<file path="config.mk">
export PLATFORM = sky130hd
export DESIGN_NAME = slm_div
export DESIGN_NICKNAME = d
export VERILOG_FILES = /design/src/hdl/slm_div.sv
export SDC_FILE = /design/constraint.sdc
export NUM_CORES = 1
export LEC_CHECK = 0
export ABC_CLOCK_PERIOD_IN_PS = 3100
export BUFFER_PORTS_ARGS = -buffer_cell sky130_fd_sc_hd__buf_2
export CAP_MARGIN = 20
export CORE_MARGIN = 8
export CORE_UTILIZATION = 40
export CTS_CLUSTER_SIZE = 30
export DETAILED_ROUTE_END_ITERATION = 7
export GPL_TIMING_DRIVEN = 0
export PLACE_DENSITY = 0.65
export SLEW_MARGIN = 10
export SYNTH_ARGS = -nofsm -noshare
export SYNTH_HDL_FRONTEND = slang
export SYNTH_SLANG_ARGS = --single-unit
</file>
<file path="constraint.sdc">
create_clock -name clk -period 3.1 [get_ports clk]
set_clock_uncertainty 0.05 [all_clocks]
set_input_delay 0.31 -clock clk [delete_from_list [all_inputs] [get_ports clk]]
set_output_delay 0.31 -clock clk [all_outputs]
set_load 0.01 [all_outputs]
</file>
<file path="src/hdl/slm_div.sv">
`timescale 1ns / 1ps
`default_nettype none
module slm_div #(
    parameter int N = 45,
    parameter int D = 22
) (
    input  wire logic         clk,
    input  wire logic         rst_n,
    input  wire logic         start,
    input  wire logic [N-1:0] dividend,
    input  wire logic [D-1:0] divisor,
    output logic              done,
    output logic [N-1:0]      quotient
);
    localparam int CNT_W = $clog2(N + 1);

    logic [D-1:0]     rem_reg;
    logic [N-1:0]     quo_reg;
    logic [D-1:0]     den_reg;
    logic [CNT_W-1:0] cnt_reg;
    logic             busy_reg;
    logic             done_reg;
    logic [D:0]       shifted;
    logic             fits;

    assign shifted  = {rem_reg, quo_reg[N-1]};
    assign fits     = shifted >= {1'b0, den_reg};
    assign done     = done_reg;
    assign quotient = quo_reg;

    always_ff @(posedge clk or negedge rst_n)
    begin
        if (!rst_n)
        begin
            busy_reg <= 1'b0;
            done_reg <= 1'b0;
            cnt_reg  <= '0;
        end
        else
        begin
            done_reg <= 1'b0;
            if (start)
            begin
                busy_reg <= 1'b1;
                cnt_reg  <= CNT_W'(N);
            end
            else if (busy_reg)
            begin
                cnt_reg <= cnt_reg - 1'b1;
                if (cnt_reg == CNT_W'(1))
                begin
                    busy_reg <= 1'b0;
                    done_reg <= 1'b1;
                end
            end
        end
    end

    // one quotient bit per cycle, restoring
    always_ff @(posedge clk)
    begin
        if (start)
        begin
            rem_reg <= '0;
            quo_reg <= dividend;
            den_reg <= divisor;
        end
        else if (busy_reg)
        begin
            if (fits)
                rem_reg <= D'(shifted - {1'b0, den_reg});
            else
                rem_reg <= shifted[D-1:0];
            quo_reg <= {quo_reg[N-2:0], fits};
        end
    end

endmodule
`default_nettype wire

</file>
==> results.sh <==
export IMPL_final_cell_area_mm2=0.00616
export IMPL_stdcell_count=731
export IMPL_first_pass_iters=4
export IMPL_area_sequential_mm2=0.00265
export IMPL_wl_mm=12.6
export IMPL_cts_root_buf="clkbuf_16"
export IMPL_powerDensity_mw_per_mm2=737
export IMPL_required_ns=3.32
export IMPL_yosys_top_cells_area="edfxtp_1 40%, mux2_2 11%, dfxtp_1 8.8%"
export IMPL_yosys_top_cells_count="67 x edfxtp_1, 47 x mux2_2, 41 x nor2_1"
export IMPL_fillers=1172
export IMPL_p_sw_uw=1540
export IMPL_area_growth_pct=23.5
export IMPL_ys_seq_area_share_pct=53.2
export IMPL_setup_violations=0
export IMPL_leakage_uw=0.00266
export IMPL_grt_usage_pct=15.7
export IMPL_final_max_slew_violation_count=0
export IMPL_hpwl_mm=9.27
export IMPL_vias_per_cell=5.10
export IMPL_tritoncts="done"
export IMPL_dr_wl_met3_mm=1.23
export IMPL_netlist_area_leader_share_pct=40.3
export IMPL_num_rows=41
export IMPL_cts_buffers=9
export IMPL_swShare_pct=34.0
export IMPL_grt_pass1_wl_mm=20.0
export IMPL_synth_nets=521
export IMPL_synth_compound_area_share_pct=12.1
export IMPL_multi_input_area_mm2=0.00220
export IMPL_synth_ff_type="edfxtp_1"
export IMPL_arrival_ns=3.13
export IMPL_synth_distinct_cells=51
export IMPL_hold_path_class="in -> reg"
export IMPL_antenna_left=0
export IMPL_htreeDepth=3
export IMPL_period_share_pct=94.0
export IMPL_antenna_found_initial=1
export IMPL_worstSetupPathType="reg -> reg"
export IMPL_start_util_pct=40.2
export IMPL_synthCells=426
export IMPL_power_frac_clock_pct=24.8
export IMPL_synth_edf_count=67
export IMPL_dr_wl_met2_mm=5.86
export IMPL_worst_slew_pin_slew_ns=0.800
export IMPL_gp_congestion=0.893
export IMPL_startpoint_type="flop"
export IMPL_fin_tns_setup_ns=0
export IMPL_async_reset_ff_share_pct=8.25
export IMPL_core_area_mm2=0.0124
export IMPL_drive_above_1_share_pct=34.5
export IMPL_synth_seq_cells=97
export IMPL_insertion_delay_ns=0.35
export IMPL_die_h_um=128
export IMPL_cts_sink_count=97
export IMPL_grt_overflow_total=0
export IMPL_die_w_um=128
export IMPL_hold_viol_final=0
export IMPL_place_area_mm2=0.00581
export IMPL_syn_avg_cell_area_um2=11.7
export IMPL_cts_max_path_buffers=2
export IMPL_met1_length_mm=5.32
export IMPL_yosysMostFrequentCell="edfxtp_1"
export IMPL_num_io_pins=116
export IMPL_fmax_mhz=343
export IMPL_drt_iter0_drc=233
export IMPL_clk_pin_slew_worst_paths_ns=0.07
export IMPL_drc=0
export IMPL_p_total_uw=4540
export IMPL_rsz0062_at_grt="false"
export IMPL_slew_headroom_pct=46.5
export IMPL_wire_per_inst_um=17.2
export IMPL_dieArea_mm2=0.0163
export IMPL_muxShareOfSynthArea_pct=12.4
export IMPL_worstPathMaxFanout=10
export IMPL_grt_max_degree=24
export IMPL_post_place_cells=714
export IMPL_vias=3726
export IMPL_synth_area_leader_cell="edfxtp_1"
export IMPL_synth_fa_ha_area_share_pct=6.42
export IMPL_power_frac_seq_pct=38.7
export IMPL_yosysWarnings=0
export IMPL_top_layer="met5"
export IMPL_io_buffers=115
export IMPL_syn_cell_area_mm2=0.00499
export IMPL_combPwrFrac_pct=36.5
export IMPL_cap_violations=0
export IMPL_fin_ws_ns=0.186
export IMPL_synth_simple_gate_area_share_pct=8.40
export IMPL_largest_register_ffs=45
export IMPL_status="complete, no violations"
export IMPL_fin_nets=649
export IMPL_place_ws_ns=-0.113
export IMPL_p_int_uw=3000
export IMPL_grt_pass1_vias=4010
export IMPL_end_kind="flop"
export IMPL_antenna_cells=0
export IMPL_vdd_drop_max_mv=0.435
export IMPL_synth_top_family_by_area="multiplexers"
export IMPL_layout_min_cycle_time_ns=2.91
export IMPL_synth_xor_area_share_pct=3.69
export IMPL_post_cts_buffers=0
routing by layer:
layer	global-route usage, %	up-vias
met5	0	-
met4	5.45	2
met3	7.65	13
met2	25.7	117
met1	17.3	1766
li1	-	1828
final cells by class:
type                            instances  share of cell area (%)
Sequential cell                        97                    43.0
Clock inverter                          6                    1.04
Inverter                               33                    2.01
Buffer                                 15                    1.12
Multi-Input combinational cell        281                    35.7
Timing Repair Buffer                  117                    9.95
Clock buffer                           10                    3.71
Tap cell                              172                    3.49
power groups by stage:
stage | sequential, µW | combinational [µW] | clock, µW
floorplan | 1780 | 1150 | 0
global placement | 1770 | 1530 | 0
global route | 1780 | 1820 | 1190
CTS | 1750 | 1610 | 1150
finish | 1760 | 1660 | 1130
detailed placement | 1770 | 1560 | 0
placed cells by master, fill, tap and decap left out, types with 3 or more instances in the layout:
cell / instances
edfxtp_1: 67
clkbuf_16: 9
a21oi_1: 23
xnor2_1: 15
a21o_1: 5
xor2_1: 6
and3_1: 5
o21ai_0: 13
ha_1: 24
a211oi_1: 18
mux2_2: 47
inv_6: 3
nand2_1: 19
buf_2: 116
nor3_1: 6
mux2i_1: 9
dfrtp_1: 8
clkbuf_1: 10
nor2_1: 41
inv_1: 31
a31oi_1: 5
buf_1: 3
nand2b_1: 5
a32oi_1: 3
dfxtp_1: 22
worst max-delay path: stages (launching register included):
cell and delay, ns:
edfxtp_1 0.32, inv_1 0.04, ha_1 0.34, a21oi_1 0.19
o21ai_0 0.14, o211a_1 0.25, or4_4 0.49, a41oi_4 0.28
buf_6 0.20, nand2_1 0.08, a311o_1 0.31, a31oi_1 0.14
path summary, 6_finish.rpt:
check                                         startpoint                       end  slack (ns)  cells after the start
worst max-delay path               den_reg[16]$_DFFE_PP_  rem_reg[18]$_SDFFE_PP0P_        0.19                     11
worst min-delay path                         divisor[16]     den_reg[16]$_DFFE_PP_        0.09                      1
worst max register to register     den_reg[16]$_DFFE_PP_  rem_reg[18]$_SDFFE_PP0P_        0.19                     11
worst min register to register  rem_reg[10]$_SDFFE_PP0P_  rem_reg[10]$_SDFFE_PP0P_        0.44                      2
max in group asynchronous                          rst_n    cnt_reg[1]$_DFFE_PN0P_        2.55                      2
min in group asynchronous                          rst_n            done$_DFF_PN0_        0.28                      2
per-stage QoR:
| step | hold slack (ns) | utilization [%] |
|---|---|---|
| 2_1_floorplan | -0.0356 | - |
| 3_3_place_gp | 0.114 | 46.6 |
| 3_5_place_dp | 0.115 | 46.8 |
| 4_1_cts | 0.0701 | 49.4 |
| 5_1_grt | 0.0690 | 49.7 |
| 6_report | 0.0861 | 49.7 |
what timing repair did:
item / CTS / global route
resized for setup: 6 / 6
pin swaps: 1 / 3
endpoints found under the setup margin: 3 / 23
hold endpoints to repair: 8 / 0
hold buffers: 1 / 0
cell families (layout without fill, tap and decap cells):
family / count (synthesis) / count (layout)
flip-flops: 97 / 97
buffers and inverters: 48 / 181
AO/OA/AOI/OAI: 89 / 89
adder cells (fa/ha/maj): 25 / 25
multiplexers: 56 / 56
XOR/XNOR: 21 / 21
AND/OR/NAND/NOR: 90 / 90
Power figures use the tool's default switching activity.
